[src/rtl/abf_pkg.sv]
// Package for the ambient brightness fader: widths, codes, types and helpers.
// Used by the interfaces, modules and testbench of the block; depends on nothing.
package abf_pkg;

   localparam int CMD_W            = 2;
   localparam int LIGHT_W          = 12;
   localparam int LEVEL_W          = 8;
   localparam int INTERVAL_W       = 16;
   localparam int CSR_IDX_W        = 3;
   localparam int CSR_DATA_W       = 16;
   localparam int PROD_W           = LIGHT_W + LEVEL_W;
   localparam int DIV_STEPS        = LEVEL_W;
   localparam int DIV_CNT_W        = $clog2(DIV_STEPS);
   localparam int BRIGHT_FULL_DEF  = 255;
   localparam int SENSOR_BITS_DEF  = 12;

   typedef enum logic [CMD_W-1:0] {
      CMD_TICK       = 2'd0,
      CMD_SET_NOW    = 2'd1,
      CMD_SET_TARGET = 2'd2,
      CMD_START      = 2'd3
   } cmd_type;

   typedef enum logic [CSR_IDX_W-1:0] {
      CSR_BRIGHT_MIN       = 3'd0,
      CSR_FADE_INTERVAL    = 3'd1,
      CSR_FADE_STEP        = 3'd2,
      CSR_LUX_DEADBAND     = 3'd3,
      CSR_SENSOR_FLOOR     = 3'd4,
      CSR_SENSOR_CEILING   = 3'd5,
      CSR_AMBIENT_INTERVAL = 3'd6,
      CSR_TARGET_THRESHOLD = 3'd7
   } csr_index_type;

   typedef struct packed {
      logic [LEVEL_W-1:0]    bright_min;
      logic [INTERVAL_W-1:0] fade_interval_ms;
      logic [LEVEL_W-1:0]    fade_step;
      logic [LIGHT_W-1:0]    lux_deadband;
      logic [LIGHT_W-1:0]    sensor_floor;
      logic [LIGHT_W-1:0]    sensor_ceiling;
      logic [INTERVAL_W-1:0] ambient_interval_ms;
      logic [LEVEL_W-1:0]    target_threshold;
   } cfg_type;

   typedef enum logic [2:0] {
      ST_IDLE,
      ST_PREP,
      ST_MULT,
      ST_DIV,
      ST_ADOPT,
      ST_EMIT
   } state_type;

   typedef struct packed {
      logic accept;
      logic prep;
      logic mult;
      logic div_step;
      logic adopt;
      logic emit;
   } ctrl_cmd_type;

   typedef struct packed {
      logic amb_go;
      logic out_free;
   } dp_status_type;

   // Raise a nonzero level below the minimum to the minimum
   function automatic logic [LEVEL_W-1:0] raise_level(input logic [LEVEL_W-1:0] lv,
                                                      input logic [LEVEL_W-1:0] bmin);
      return ((lv != '0) && (lv < bmin)) ? bmin : lv;
   endfunction

endpackage

[src/rtl/abf_if.sv]
// Channel interfaces of the ambient brightness fader: request, result, CSR write.
// Depends on abf_pkg for field widths.
interface abf_req_if;
   logic                              valid;
   logic                              ready;
   logic [abf_pkg::CMD_W-1:0]         cmd;
   logic [abf_pkg::LIGHT_W-1:0]       light_sample;
   logic [abf_pkg::LEVEL_W-1:0]       level;

   modport source (output valid, output cmd, output light_sample, output level,
                   input ready);
   modport sink   (input valid, input cmd, input light_sample, input level,
                   output ready);
endinterface

interface abf_rsp_if;
   logic                              valid;
   logic                              ready;
   logic [abf_pkg::LEVEL_W-1:0]       duty;
   logic [abf_pkg::LEVEL_W-1:0]       target_level;
   logic                              fading;

   modport source (output valid, output duty, output target_level, output fading,
                   input ready);
   modport sink   (input valid, input duty, input target_level, input fading,
                   output ready);
endinterface

interface abf_csr_if;
   logic                              valid;
   logic                              ready;
   logic [abf_pkg::CSR_IDX_W-1:0]     index;
   logic [abf_pkg::CSR_DATA_W-1:0]    data;

   modport source (output valid, output index, output data, input ready);
   modport sink   (input valid, input index, input data, output ready);
endinterface

[src/rtl/abf_csr.sv]
// Configuration register file of the ambient brightness fader.
// Depends on abf_pkg for the register codes and the cfg_type bundle.
module abf_csr (
   input  logic                           clock,
   input  logic                           reset,
   input  logic                           wr_valid,
   input  logic [abf_pkg::CSR_IDX_W-1:0]  wr_index,
   input  logic [abf_pkg::CSR_DATA_W-1:0] wr_data,
   output logic                           wr_ready,
   output abf_pkg::cfg_type               cfg
);

   abf_pkg::cfg_type cfg_ff;
   abf_pkg::cfg_type cfg_in;

   assign wr_ready = 1'b1;
   assign cfg      = cfg_ff;

   always_comb begin
      cfg_in = cfg_ff;
      if (wr_valid) begin
         unique case (abf_pkg::csr_index_type'(wr_index))
            abf_pkg::CSR_BRIGHT_MIN:
               cfg_in.bright_min = wr_data[abf_pkg::LEVEL_W-1:0];
            abf_pkg::CSR_FADE_INTERVAL:
               cfg_in.fade_interval_ms = wr_data[abf_pkg::INTERVAL_W-1:0];
            abf_pkg::CSR_FADE_STEP:
               cfg_in.fade_step = wr_data[abf_pkg::LEVEL_W-1:0];
            abf_pkg::CSR_LUX_DEADBAND:
               cfg_in.lux_deadband = wr_data[abf_pkg::LIGHT_W-1:0];
            abf_pkg::CSR_SENSOR_FLOOR:
               cfg_in.sensor_floor = wr_data[abf_pkg::LIGHT_W-1:0];
            abf_pkg::CSR_SENSOR_CEILING:
               cfg_in.sensor_ceiling = wr_data[abf_pkg::LIGHT_W-1:0];
            abf_pkg::CSR_AMBIENT_INTERVAL:
               cfg_in.ambient_interval_ms = wr_data[abf_pkg::INTERVAL_W-1:0];
            abf_pkg::CSR_TARGET_THRESHOLD:
               cfg_in.target_threshold = wr_data[abf_pkg::LEVEL_W-1:0];
            default: cfg_in = cfg_ff;
         endcase
      end
   end

   always_ff @(posedge clock) begin
      if (reset) begin
         cfg_ff.bright_min          <= abf_pkg::LEVEL_W'(10);
         cfg_ff.fade_interval_ms    <= abf_pkg::INTERVAL_W'(20);
         cfg_ff.fade_step           <= abf_pkg::LEVEL_W'(5);
         cfg_ff.lux_deadband        <= abf_pkg::LIGHT_W'(50);
         cfg_ff.sensor_floor        <= '0;
         cfg_ff.sensor_ceiling      <= '1;
         cfg_ff.ambient_interval_ms <= abf_pkg::INTERVAL_W'(1000);
         cfg_ff.target_threshold    <= abf_pkg::LEVEL_W'(5);
      end else begin
         cfg_ff <= cfg_in;
      end
   end

endmodule

[src/rtl/abf_ctrl.sv]
// Controller of the ambient brightness fader: sequences accept, map, divide, emit.
// Depends on abf_pkg for the state, command and status types.
module abf_ctrl (
   input  logic                   clock,
   input  logic                   reset,
   input  logic                   req_valid,
   output logic                   req_ready,
   input  abf_pkg::dp_status_type status,
   output abf_pkg::ctrl_cmd_type  ctrl
);

   abf_pkg::state_type             state_ff;
   abf_pkg::state_type             state_in;
   logic [abf_pkg::DIV_CNT_W-1:0]  cnt_ff;
   logic [abf_pkg::DIV_CNT_W-1:0]  cnt_in;
   logic                           last_step;

   assign last_step = (cnt_ff == abf_pkg::DIV_CNT_W'(abf_pkg::DIV_STEPS - 1));

   always_comb begin
      state_in = state_ff;
      unique case (state_ff)
         abf_pkg::ST_IDLE: begin
            if (req_valid) begin
               state_in = status.amb_go ? abf_pkg::ST_PREP : abf_pkg::ST_EMIT;
            end
         end
         abf_pkg::ST_PREP:  state_in = abf_pkg::ST_MULT;
         abf_pkg::ST_MULT:  state_in = abf_pkg::ST_DIV;
         abf_pkg::ST_DIV: begin
            if (last_step) begin
               state_in = abf_pkg::ST_ADOPT;
            end
         end
         abf_pkg::ST_ADOPT: state_in = abf_pkg::ST_EMIT;
         abf_pkg::ST_EMIT: begin
            if (status.out_free) begin
               state_in = abf_pkg::ST_IDLE;
            end
         end
         default: state_in = abf_pkg::ST_IDLE;
      endcase
   end

   always_comb begin
      ctrl      = '0;
      req_ready = 1'b0;
      cnt_in    = '0;
      unique case (state_ff)
         abf_pkg::ST_IDLE: begin
            req_ready   = 1'b1;
            ctrl.accept = req_valid;
         end
         abf_pkg::ST_PREP:  ctrl.prep = 1'b1;
         abf_pkg::ST_MULT:  ctrl.mult = 1'b1;
         abf_pkg::ST_DIV: begin
            ctrl.div_step = 1'b1;
            cnt_in        = cnt_ff + 1'b1;
         end
         abf_pkg::ST_ADOPT: ctrl.adopt = 1'b1;
         abf_pkg::ST_EMIT:  ctrl.emit  = status.out_free;
         default: ctrl = '0;
      endcase
   end

   always_ff @(posedge clock) begin
      if (reset) begin
         state_ff <= abf_pkg::ST_IDLE;
         cnt_ff   <= '0;
      end else begin
         state_ff <= state_in;
         cnt_ff   <= cnt_in;
      end
   end

endmodule

[src/rtl/abf_dp.sv]
// Datapath of the ambient brightness fader: levels, counters, mapping, result word.
// Depends on abf_pkg; driven by abf_ctrl commands and configured by abf_csr.
module abf_dp #(
   parameter int BRIGHT_FULL = abf_pkg::BRIGHT_FULL_DEF,
   parameter int SENSOR_BITS = abf_pkg::SENSOR_BITS_DEF
) (
   input  logic                          clock,
   input  logic                          reset,
   input  abf_pkg::cfg_type              cfg,
   input  abf_pkg::ctrl_cmd_type         ctrl,
   output abf_pkg::dp_status_type        status,
   input  logic [abf_pkg::CMD_W-1:0]     req_cmd,
   input  logic [abf_pkg::LIGHT_W-1:0]   req_light,
   input  logic [abf_pkg::LEVEL_W-1:0]   req_level,
   input  logic                          rsp_ready,
   output logic                          rsp_valid,
   output logic [abf_pkg::LEVEL_W-1:0]   rsp_duty,
   output logic [abf_pkg::LEVEL_W-1:0]   rsp_target,
   output logic                          rsp_fading
);

   localparam int LW = abf_pkg::LEVEL_W;
   localparam int SW = abf_pkg::LIGHT_W;
   localparam int IW = abf_pkg::INTERVAL_W;
   localparam int PW = abf_pkg::PROD_W;
   localparam int MASK_BITS = (SENSOR_BITS < SW) ? SENSOR_BITS : SW;
   localparam logic [SW-1:0] SAMPLE_MASK = SW'((32'd1 << MASK_BITS) - 32'd1);
   localparam logic [LW-1:0] FULL = LW'(BRIGHT_FULL);

   logic [LW-1:0] cur_ff, cur_in, goal_ff, goal_in;
   logic [SW-1:0] acc_light_ff, acc_light_in, light_ff, light_in;
   logic [IW-1:0] fade_el_ff, fade_el_in, amb_el_ff, amb_el_in;
   logic [SW-1:0] diff_ff, diff_in, span_ff, span_in;
   logic [LW-1:0] mag_ff, mag_in;
   logic          neg_ff, neg_in, zero_ff, zero_in, inv_ff, inv_in;
   logic [PW-1:0] dvd_ff, dvd_in;
   logic          rsp_valid_ff, rsp_valid_in;
   logic [LW-1:0] duty_ff, duty_in, target_ff, target_in;
   logic          fading_ff, fading_in;

   logic [SW-1:0] sample, light_dev, sel_light, clamp_lo, clamped;
   logic          keep;
   logic [IW-1:0] fe_inc, ae_inc;
   logic          fade_go, amb_due, up;
   logic [LW-1:0] fade_gap, stepv, stepped, quot, mapped, nt, nt_dist;
   logic [SW:0]   shifted, shift_sub;
   logic          ge;

   always_comb begin
      sample    = req_light & SAMPLE_MASK;
      light_dev = (sample > acc_light_ff) ? sample - acc_light_ff : acc_light_ff - sample;
      keep      = light_dev < cfg.lux_deadband;
      sel_light = keep ? acc_light_ff : sample;

      fe_inc   = (fade_el_ff == '1) ? fade_el_ff : fade_el_ff + 1'b1;
      ae_inc   = (amb_el_ff == '1) ? amb_el_ff : amb_el_ff + 1'b1;
      fade_go  = (fe_inc >= cfg.fade_interval_ms) && (cur_ff != goal_ff);
      amb_due  = ae_inc >= cfg.ambient_interval_ms;
      up       = cur_ff < goal_ff;
      fade_gap = up ? goal_ff - cur_ff : cur_ff - goal_ff;
      stepv    = (cfg.fade_step < fade_gap) ? cfg.fade_step : fade_gap;
      stepped  = up ? cur_ff + stepv : cur_ff - stepv;

      clamp_lo = (light_ff < cfg.sensor_floor) ? cfg.sensor_floor : light_ff;
      clamped  = (clamp_lo > cfg.sensor_ceiling) ? cfg.sensor_ceiling : clamp_lo;

      shifted   = {dvd_ff[PW-1:LW], dvd_ff[LW-1]};
      ge        = shifted >= {1'b0, span_ff};
      shift_sub = ge ? shifted - {1'b0, span_ff} : shifted;

      quot    = dvd_ff[LW-1:0];
      mapped  = neg_ff ? cfg.bright_min - quot : cfg.bright_min + quot;
      nt      = inv_ff ? FULL : (zero_ff ? cfg.bright_min : mapped);
      nt_dist = (nt > goal_ff) ? nt - goal_ff : goal_ff - nt;
   end

   assign status.amb_go   = (abf_pkg::cmd_type'(req_cmd) == abf_pkg::CMD_TICK) && amb_due;
   assign status.out_free = !rsp_valid_ff || rsp_ready;

   always_comb begin
      cur_in       = cur_ff;
      goal_in      = goal_ff;
      acc_light_in = acc_light_ff;
      light_in     = light_ff;
      fade_el_in   = fade_el_ff;
      amb_el_in    = amb_el_ff;
      if (ctrl.accept) begin
         unique case (abf_pkg::cmd_type'(req_cmd))
            abf_pkg::CMD_TICK: begin
               fade_el_in = fade_go ? '0 : fe_inc;
               cur_in     = fade_go ? stepped : cur_ff;
               amb_el_in  = amb_due ? '0 : ae_inc;
               if (amb_due) begin
                  light_in     = sel_light;
                  acc_light_in = sel_light;
               end
            end
            abf_pkg::CMD_SET_NOW: begin
               cur_in  = abf_pkg::raise_level(req_level, cfg.bright_min);
               goal_in = abf_pkg::raise_level(req_level, cfg.bright_min);
            end
            abf_pkg::CMD_SET_TARGET: begin
               goal_in = abf_pkg::raise_level(req_level, cfg.bright_min);
            end
            abf_pkg::CMD_START: begin
               cur_in       = abf_pkg::raise_level(FULL, cfg.bright_min);
               goal_in      = abf_pkg::raise_level(FULL, cfg.bright_min);
               acc_light_in = sample;
            end
            default: cur_in = cur_ff;
         endcase
      end
      if (ctrl.adopt && (nt_dist > cfg.target_threshold)) begin
         goal_in = abf_pkg::raise_level(nt, cfg.bright_min);
      end
   end

   always_comb begin
      diff_in = diff_ff;
      span_in = span_ff;
      mag_in  = mag_ff;
      neg_in  = neg_ff;
      zero_in = zero_ff;
      inv_in  = inv_ff;
      dvd_in  = dvd_ff;
      if (ctrl.prep) begin
         diff_in = clamped - cfg.sensor_floor;
         span_in = cfg.sensor_ceiling - cfg.sensor_floor;
         neg_in  = cfg.bright_min > FULL;
         mag_in  = (cfg.bright_min > FULL) ? cfg.bright_min - FULL : FULL - cfg.bright_min;
         zero_in = cfg.sensor_floor == cfg.sensor_ceiling;
         inv_in  = cfg.sensor_floor > cfg.sensor_ceiling;
      end
      if (ctrl.mult) begin
         dvd_in = PW'(diff_ff) * PW'(mag_ff);
      end
      if (ctrl.div_step) begin
         dvd_in = {shift_sub[SW-1:0], dvd_ff[LW-2:0], ge};
      end
   end

   always_comb begin
      duty_in      = duty_ff;
      target_in    = target_ff;
      fading_in    = fading_ff;
      rsp_valid_in = rsp_ready ? 1'b0 : rsp_valid_ff;
      if (ctrl.emit) begin
         duty_in      = cur_ff;
         target_in    = goal_ff;
         fading_in    = cur_ff != goal_ff;
         rsp_valid_in = 1'b1;
      end
   end

   always_ff @(posedge clock) begin
      if (reset) begin
         cur_ff       <= FULL;
         goal_ff      <= FULL;
         acc_light_ff <= '0;
         fade_el_ff   <= '1;
         amb_el_ff    <= '1;
         rsp_valid_ff <= 1'b0;
      end else begin
         cur_ff       <= cur_in;
         goal_ff      <= goal_in;
         acc_light_ff <= acc_light_in;
         fade_el_ff   <= fade_el_in;
         amb_el_ff    <= amb_el_in;
         rsp_valid_ff <= rsp_valid_in;
      end
   end

   always_ff @(posedge clock) begin
      light_ff  <= light_in;
      diff_ff   <= diff_in;
      span_ff   <= span_in;
      mag_ff    <= mag_in;
      neg_ff    <= neg_in;
      zero_ff   <= zero_in;
      inv_ff    <= inv_in;
      dvd_ff    <= dvd_in;
      duty_ff   <= duty_in;
      target_ff <= target_in;
      fading_ff <= fading_in;
   end

   assign rsp_valid  = rsp_valid_ff;
   assign rsp_duty   = duty_ff;
   assign rsp_target = target_ff;
   assign rsp_fading = fading_ff;

endmodule

[src/rtl/ambient_brightness_fader_core.sv]
// Top level of the ambient brightness fader: controller, datapath and CSR file.
// Depends on abf_pkg, abf_if, abf_csr, abf_ctrl and abf_dp.
//
//   channel   direction  word
//   req_if    in         cmd, light_sample, level
//   rsp_if    out        duty, target_level, fading
//   csr_if    in         index, data (always ready)
//
// One word at a time: set, target, start and ticks without an ambient
// evaluation go from accept straight to emit; a tick that runs the ambient
// evaluation first passes prep, multiply, eight-step restoring divide, adopt.
// Synchronous active-high reset loads full brightness and saturated counters.
// A stalled result holds in the output register; the next word is accepted
// meanwhile and waits in the emit step until that register frees.
module ambient_brightness_fader_core #(
   parameter int BRIGHT_FULL = abf_pkg::BRIGHT_FULL_DEF,
   parameter int SENSOR_BITS = abf_pkg::SENSOR_BITS_DEF
) (
   input  logic      clock,
   input  logic      reset,
   abf_req_if.sink   req_if,
   abf_rsp_if.source rsp_if,
   abf_csr_if.sink   csr_if
);

   abf_pkg::cfg_type       cfg;
   abf_pkg::ctrl_cmd_type  ctrl;
   abf_pkg::dp_status_type status;

   abf_csr u_csr (
      .clock    (clock),
      .reset    (reset),
      .wr_valid (csr_if.valid),
      .wr_index (csr_if.index),
      .wr_data  (csr_if.data),
      .wr_ready (csr_if.ready),
      .cfg      (cfg)
   );

   abf_ctrl u_ctrl (
      .clock     (clock),
      .reset     (reset),
      .req_valid (req_if.valid),
      .req_ready (req_if.ready),
      .status    (status),
      .ctrl      (ctrl)
   );

   abf_dp #(
      .BRIGHT_FULL (BRIGHT_FULL),
      .SENSOR_BITS (SENSOR_BITS)
   ) u_dp (
      .clock      (clock),
      .reset      (reset),
      .cfg        (cfg),
      .ctrl       (ctrl),
      .status     (status),
      .req_cmd    (req_if.cmd),
      .req_light  (req_if.light_sample),
      .req_level  (req_if.level),
      .rsp_ready  (rsp_if.ready),
      .rsp_valid  (rsp_if.valid),
      .rsp_duty   (rsp_if.duty),
      .rsp_target (rsp_if.target_level),
      .rsp_fading (rsp_if.fading)
   );

endmodule

[src/flat_wrapper.sv]
// flat-port wrapper written by rule: the top's interface ports become plain ports
module ambient_brightness_fader_core_flat 
#(
   parameter int BRIGHT_FULL = abf_pkg::BRIGHT_FULL_DEF,
   parameter int SENSOR_BITS = abf_pkg::SENSOR_BITS_DEF
)
  (clock, reset, req_if_valid, req_if_cmd, req_if_light_sample, req_if_level, req_if_ready, rsp_if_valid, rsp_if_duty, rsp_if_target_level, rsp_if_fading, rsp_if_ready, csr_if_valid, csr_if_index, csr_if_data, csr_if_ready);
  abf_req_if req_if_i ();
  abf_rsp_if rsp_if_i ();
  abf_csr_if csr_if_i ();
  input  logic clock;
  input  logic reset;
  input wire logic [$bits(req_if_i.valid)-1:0] req_if_valid;
  input wire logic [$bits(req_if_i.cmd)-1:0] req_if_cmd;
  input wire logic [$bits(req_if_i.light_sample)-1:0] req_if_light_sample;
  input wire logic [$bits(req_if_i.level)-1:0] req_if_level;
  output wire logic [$bits(req_if_i.ready)-1:0] req_if_ready;
  output wire logic [$bits(rsp_if_i.valid)-1:0] rsp_if_valid;
  output wire logic [$bits(rsp_if_i.duty)-1:0] rsp_if_duty;
  output wire logic [$bits(rsp_if_i.target_level)-1:0] rsp_if_target_level;
  output wire logic [$bits(rsp_if_i.fading)-1:0] rsp_if_fading;
  input wire logic [$bits(rsp_if_i.ready)-1:0] rsp_if_ready;
  input wire logic [$bits(csr_if_i.valid)-1:0] csr_if_valid;
  input wire logic [$bits(csr_if_i.index)-1:0] csr_if_index;
  input wire logic [$bits(csr_if_i.data)-1:0] csr_if_data;
  output wire logic [$bits(csr_if_i.ready)-1:0] csr_if_ready;
  assign req_if_i.valid = req_if_valid;
  assign req_if_i.cmd = req_if_cmd;
  assign req_if_i.light_sample = req_if_light_sample;
  assign req_if_i.level = req_if_level;
  assign req_if_ready = req_if_i.ready;
  assign rsp_if_valid = rsp_if_i.valid;
  assign rsp_if_duty = rsp_if_i.duty;
  assign rsp_if_target_level = rsp_if_i.target_level;
  assign rsp_if_fading = rsp_if_i.fading;
  assign rsp_if_i.ready = rsp_if_ready;
  assign csr_if_i.valid = csr_if_valid;
  assign csr_if_i.index = csr_if_index;
  assign csr_if_i.data = csr_if_data;
  assign csr_if_ready = csr_if_i.ready;
  ambient_brightness_fader_core #(.BRIGHT_FULL(BRIGHT_FULL), .SENSOR_BITS(SENSOR_BITS)) u_core (.clock(clock), .reset(reset), .req_if(req_if_i), .rsp_if(rsp_if_i), .csr_if(csr_if_i));
endmodule
[config.mk]
export PLATFORM = sky130hd
export DESIGN_NAME = ambient_brightness_fader_core_flat
export DESIGN_NICKNAME = d
export VERILOG_FILES = /design/src/rtl/abf_pkg.sv /design/src/rtl/abf_if.sv /design/src/rtl/abf_csr.sv /design/src/rtl/abf_ctrl.sv /design/src/rtl/abf_dp.sv /design/src/rtl/ambient_brightness_fader_core.sv /design/src/flat_wrapper.sv
export SDC_FILE = /design/constraint.sdc
export NUM_CORES = 1
export LEC_CHECK = 0
export ABC_CLOCK_PERIOD_IN_PS = 17850
export BUFFER_PORTS_ARGS = -buffer_cell sky130_fd_sc_hd__buf_4
export CORE_MARGIN = 2
export CORE_UTILIZATION = 55
export CTS_CLUSTER_DIAMETER = 120
export CTS_CLUSTER_SIZE = 24
export DETAILED_ROUTE_END_ITERATION = 6
export GPL_TIMING_DRIVEN = 0
export PLACE_DENSITY = 0.72
export SETUP_SLACK_MARGIN = 0.3
export SYNTH_ARGS = -nofsm -noshare
export SYNTH_HDL_FRONTEND = slang
export SYNTH_SLANG_ARGS = --single-unit
[constraint.sdc]
create_clock -name clock -period 17.85 [get_ports clock]
set_input_delay 1.785 -clock clock [delete_from_list [all_inputs] [get_ports clock]]
set_output_delay 1.785 -clock clock [all_outputs]
set_load 0.05 [all_outputs]
# Word level (Yosys, flattened, before mapping)
# Cells that the tools add are included.
# word_totals
regBits	243
inputBits	46
output_inout_bits	20
elab_cells	165
# classes
addsub	18
multipliers	1
n_lt_le_gt_ge	16
eq_ne	25
muxes	43
bitwise	1
reduce_logical	34
# ops
cell	count
2-to-1 mux 8 bit	14
2-to-1 mux 12 bit	6
2-to-1 mux 16 bit	4
subtractor 12 bit	5
subtractor 8 bit	6
2-to-1 mux 20 bit	2
greater-than comparator 12 bit	3
adder 16 x 1 -> 16 bit, second input constant	2
equality test 16 bit, second input constant	2
>= comparator 16 bit	2
< comparator 8 bit	4
< comparator 12 bit	2
case mux 12 bit (2 select lines)	1
case mux 8 bit (3 select lines)	1
equality test 3 bit, second input constant	7
multiplier 12 x 8 -> 20 bit	1
AND reduction 2 bit	10
case mux 3 bit (6 select lines)	1
adder 8 bit	2
greater-than comparator 8 bit	2
case mux 8 bit (2 select lines)	1
nonzero test 8 bit	2
>= comparator 13 x 12 -> 1 bit	1
equality test 12 bit	1
23 further kinds	56

# Logic depth before layout (Yosys ltp)
# logic_depth
depth_word	10
depth_mapped	32

# Cells and area by module
# From an unflattened synthesis, not the netlist that was laid out.
# hier_totals
hier_cells	2344
hier_area_um2	20741.1
# by_module_without_submodules
mod	instances	cells_each	area_each_um2	seq_area_each_um2
abf_dp	1	1964	16754.8	3713.6
abf_csr	1	345	3661.0	1841.8
abf_ctrl	1	35	325.3	120.1

# Worst setup path before layout
# Ideal clock, no wire load.
# synth_timing
path_kind	register to register
startpoint	register u_core.u_dp.goal_ff[1]
endpoint	register u_core.u_dp.cur_ff[7]
arrival_ps	5991
setup_slack_ps	11737
stages_incl_launch_ff	31
path_buffers	3
synth_period_minus_slack_ps	6113
cell_sequence	dfxtp_1 -> inv_1 -> fa_1 -> nand3_1 -> a21oi_1 -> or2_1 -> buf_6 -> mux2_4 -> a311oi_4 -> xor2_1 -> ha_1 -> o21a_1 -> nor2_1 -> a21oi_1 -> clkbuf_1 -> clkbuf_1 -> nor2_1 -> a21oi_1 -> inv_1 -> ha_1 -> a21oi_1 -> ha_1 -> nor2b_1 -> o2111ai_1 -> nand4_1 -> and3_1 -> nor2_1 -> mux2_2 -> nor4_2 -> o2111a_1 -> nor2_1
# synth_via
elab_chain_len	8
elab_cells_between_ends	15
classes_between	4 x add/sub; 2 x order compare; 2 x eq/ne; 5 x mux; 2 x reduce/logical
# synth_lines
item	line	text
from (decl)	abf_dp.sv:30	logic [LW-1:0] cur_ff, cur_in, goal_ff, goal_in;
from (signal assigned)	abf_dp.sv:165	goal_ff <= goal_in;
subtractor 8 bit or < comparator 8 bit (tied branches)	abf_dp.sv:60, abf_dp.sv:59	
2-to-1 mux 8 bit	abf_dp.sv:60	fade_gap = up ? goal_ff - cur_ff : cur_ff - goal_ff;
< comparator 8 bit	abf_dp.sv:61	stepv = (cfg.fade_step < fade_gap) ? cfg.fade_step : fade_gap;
2-to-1 mux 8 bit	abf_dp.sv:61	
subtractor 8 bit or adder 8 bit (tied branches)	abf_dp.sv:62	stepped = up ? cur_ff + stepv : cur_ff - stepv;
2-to-1 mux 8 bit	abf_dp.sv:62	
2-to-1 mux 8 bit	abf_dp.sv:91	cur_in = fade_go ? stepped : cur_ff;
case mux 8 bit (3 select lines)	abf_dp.sv:88	unique case (abf_pkg::cmd_type'(req_cmd))
to (signal assigned)	abf_dp.sv:164	cur_ff <= cur_in;
to (decl)	abf_dp.sv:30	
# Several ways; a longest one is shown, not always the timed one. The select of a mux whose other input is x is not followed.
# A chain may end at the register's enable or synchronous reset.

# Worst setup path after layout
# Ends and elaborated chain as after synthesis.

==> out/results.txt <==
run status - completed
wire length on met3 - 3100 µm
Max Freq - 133 MHz
fin crit period - 7.50 ns
Max Slew Vio Count - 0
Post-CTS Setup Bufs - 0
worst-path fanout max - 10
RSZ-0062 raised after global routing - false
CTS sink cnt - 242
die width - 195 µm
critical path capture point type - flop
Worst Max-Slew Pin Slew - 1.06 ns
Top cell by count, worst path - a21oi_1
synthesized area per cell - 8.49 µm²
Final setup viols - 0
Die Y - 195 µm
Tot GR Track Use - 0.272
M1 WL - 23400 µm
NumNets Final - 2795
Vias/cell - 5.82
total of max-cap violations - 0
post-synthesis cell area - 20000 µm²
worst clock skew - 0.0456 ns
sequential share of the synthesized area - 0.283
initial antenna violation count - 0
Die ar. - 38000 µm²
Pwr Density - 166 nW/µm²
DR top layer - met4
Crit path arrival time - 7.92 ns
row cnt - 69
CP peak stage delay - 0.55 ns
peak supply drop - 0.139 mV
P_leak - 0.00934 µW
Ports - 66
share of flip-flops with an asynchronous set or reset - 0
CP top delay family - simple AND/OR/NAND/NOR gates
cells resized by post-CTS repair - 0
Synth Flop Type - dfxtp_1
clock latency on the worst-skew pair - 0.52 ns
Initial Util - 0.561
top post-synthesis cells by area - dfxtp_1 (16%), ha_1 (15%), edfxtp_1 (12%)
CTS tree - yes
Worst path slowest cell - dfxtp_1
Tcrit/Tclk final - 0.420
DR vias - 16.9k
dominant cell type by area after synthesis - dfxtp_1
Num CTS Buffers - 14
Iteration-0 DRC Markers - 1283
unique cell type count in the Yosys netlist - 80
Final Hold Fails - 0
final wirelength - 51700 µm
synthesized net count - 2722
Synth top area share - 0.159
met2 wire length - 24000 µm
Hold Path Class - flop to flop
Seq cells post-synth - 242
Slew headroom - 0.290
H-tree depth reported by CTS - 1
Ant. Diodes - 0
Sum Neg Setup Slack - 0 ns
drt first pass iters - 5
Req. time, crit path - 18.27 ns
Max clock buf depth - 3
CTS clk-pin slew, worst paths - 0.10 ns
utilization after layout - 0.601
CTS Hold Bufs - 0
first-pass GRT wire length - 84300 µm
total gr overflow - 0
Post-synth EDFFs - 83
Critical path buffers and inverters - 4
Setup crit start kind - flop
Remaining DRCs - 0
Syn Inst Count - 2361
Yosys warning count - 0
GPL Wtd Cong - 0.931
Area Overhead vs Synth - 7.20%
Clock Tree Root - clkbuf_16
critical setup path kind - flop to flop
DRT antenna net count - 0
vias in the first global route - 16.6k
DR WL/cell - 17.8 µm
layout cells sized above 1 - 0.0557
core area - 35700 µm²
post-DP HPWL - 41300 µm
largest net degree at the start of global routing - 26
Port Buffers - 54
Register-to-Register Setup Slack - 10.35 ns
==> cell type report <==
cell class | instances | area [µm²]
repair buffers | 57 | 443
fillers | 3266 | 14300
clock inverters | 4 | 43.8
inverters | 252 | 946
plain buffers | 94 | 392
well taps | 461 | 577
clock buffers | 19 | 369
multi-input cells | 1773 | 13000
flip-flops and latches | 242 | 5680
==> per-stage QoR <==
step | setup slack [ns] | power, µW | area [µm²] | std cells | hold WS [ns]
final | 10.35 | 3560 | 21500 | 2902 | 0.460
after detailed placement | 10.49 | 3180 | 21100 | 2879 | 0.444
after floorplan | 11.74 | 2640 | 20000 | 2361 | 0.408
after global placement | 10.60 | 3090 | 21000 | 2876 | 0.445
after CTS | 10.50 | 3540 | 21500 | 2902 | 0.462
after global routing | 9.75 | 3890 | 21500 | 2902 | 0.476
==> final timing paths <==
kind	startpoint	endpoint	cells after the start
max	u_core.u_dp.goal_ff[1]$_SDFFE_PP1P_	u_core.u_dp.cur_ff[7]$_SDFFE_PP1P_	29
min	u_core.u_csr.cfg[23]$_SDFFE_PP0P_	u_core.u_csr.cfg[23]$_SDFFE_PP0P_	2
max reg2reg	u_core.u_dp.goal_ff[1]$_SDFFE_PP1P_	u_core.u_dp.cur_ff[7]$_SDFFE_PP1P_	29
min reg2reg	u_core.u_csr.cfg[23]$_SDFFE_PP0P_	u_core.u_csr.cfg[23]$_SDFFE_PP0P_	2
==> flip-flops by register name (all words and copies together) (netlist names), 8 cells and up <==
register / flops
u_core.u_dp.span_ff: 12
u_core.u_dp.cur_ff: 8
u_core.u_dp.amb_el_ff: 16
u_core.u_dp.goal_ff: 8
u_core.u_dp.light_ff: 12
u_core.u_dp.diff_ff: 12
u_core.u_dp.fade_el_ff: 16
u_core.u_dp.mag_ff: 8
u_core.u_dp.rsp_target: 8
u_core.u_dp.dvd_ff: 20
u_core.u_csr.cfg: 92
u_core.u_dp.acc_light_ff: 12
u_core.u_dp.rsp_duty: 8
==> report_power, final <==
| group | internal (µW) | leakage, µW | switching (µW) |
|---|---|---|---|
| combinational | 1060 | 0.00711 | 1410 |
| sequential | 685 | 0.00203 | 63.3 |
| clock | 152 | 0.000201 | 198 |
| total | 1890 | 0.00934 | 1670 |
==> worst reg2reg max path, delay by kind of cell, from the launching register on <==
| kind | cells | cell delay [ns] |
|---|---|---|
| adder cells (fa/ha/maj) | 4 | 1.26 |
| XOR/XNOR | 1 | 0.40 |
| flip-flops | 1 | 0.55 |
| multiplexers | 2 | 0.66 |
| AND/OR/NAND/NOR | 9 | 1.82 |
| AO/OA/AOI/OAI | 9 | 1.72 |
| buffers and inverters | 4 | 1.02 |
==> logic make-up after synthesis <==
group           count (synthesis)  share of synthesized area
compound gates                553                      0.177
xor+xnor                      103                     0.0450
fa+ha+maj                     315                      0.223
buf+inv                       346                     0.0667
flops                         242                      0.283
mux                            67                     0.0351
other cells                     1                   0.000187
simple gates                  734                      0.170
==> routing by layer <==
layer | global-route usage | up-vias
li1 | - | 8332
met1 | 0.374 | 8009
met2 | 0.457 | 471
met3 | 0.0302 | 67
met4 | 0.0696 | 0
met5 | 0 | -
==> cells in the final DEF, fill, tap and decap left out, drive strengths merged, types with 16 or more instances in the layout <==
cell type	synthesis	layout
o21bai	16	16
mux2i	43	43
edfxtp	83	83
nor2b	28	28
dfxtp	159	159
o21a	21	21
a21oi	208	208
clkbuf	82	101
nand2	355	355
buf	12	69
nor3	36	36
nand2b	25	25
a221o	18	18
inv	252	254
and2	54	54
o21ai	107	107
fa	71	71
nor2	101	101
mux2	24	24
xor2	30	30
xnor2	73	73
a21o	49	49
nand4	33	33
o211ai	36	36
ha	244	244
nand3	44	44
==> cell usage after synthesis, types with 9 or more instances <==
library cell,n
nand2_1,355
a211oi_1,14
inv_1,251
nand3_1,44
a31oi_1,10
o211ai_1,36
dfxtp_1,159
and3_1,13
ha_1,244
nor3_1,36
o21a_1,21
or3_1,9
fa_1,71
nand4_1,33
mux2_2,23
and2_1,54
o21ai_0,99
mux2i_1,43
nor4_1,10
a21o_1,49
o21bai_1,16
a221o_1,18
xnor2_1,73
clkbuf_1,74
a21oi_1,207
xor2_1,30
nor2_1,101
nor2b_1,28
edfxtp_1,83
nand2b_1,25
Power figures use the tool's default switching activity.
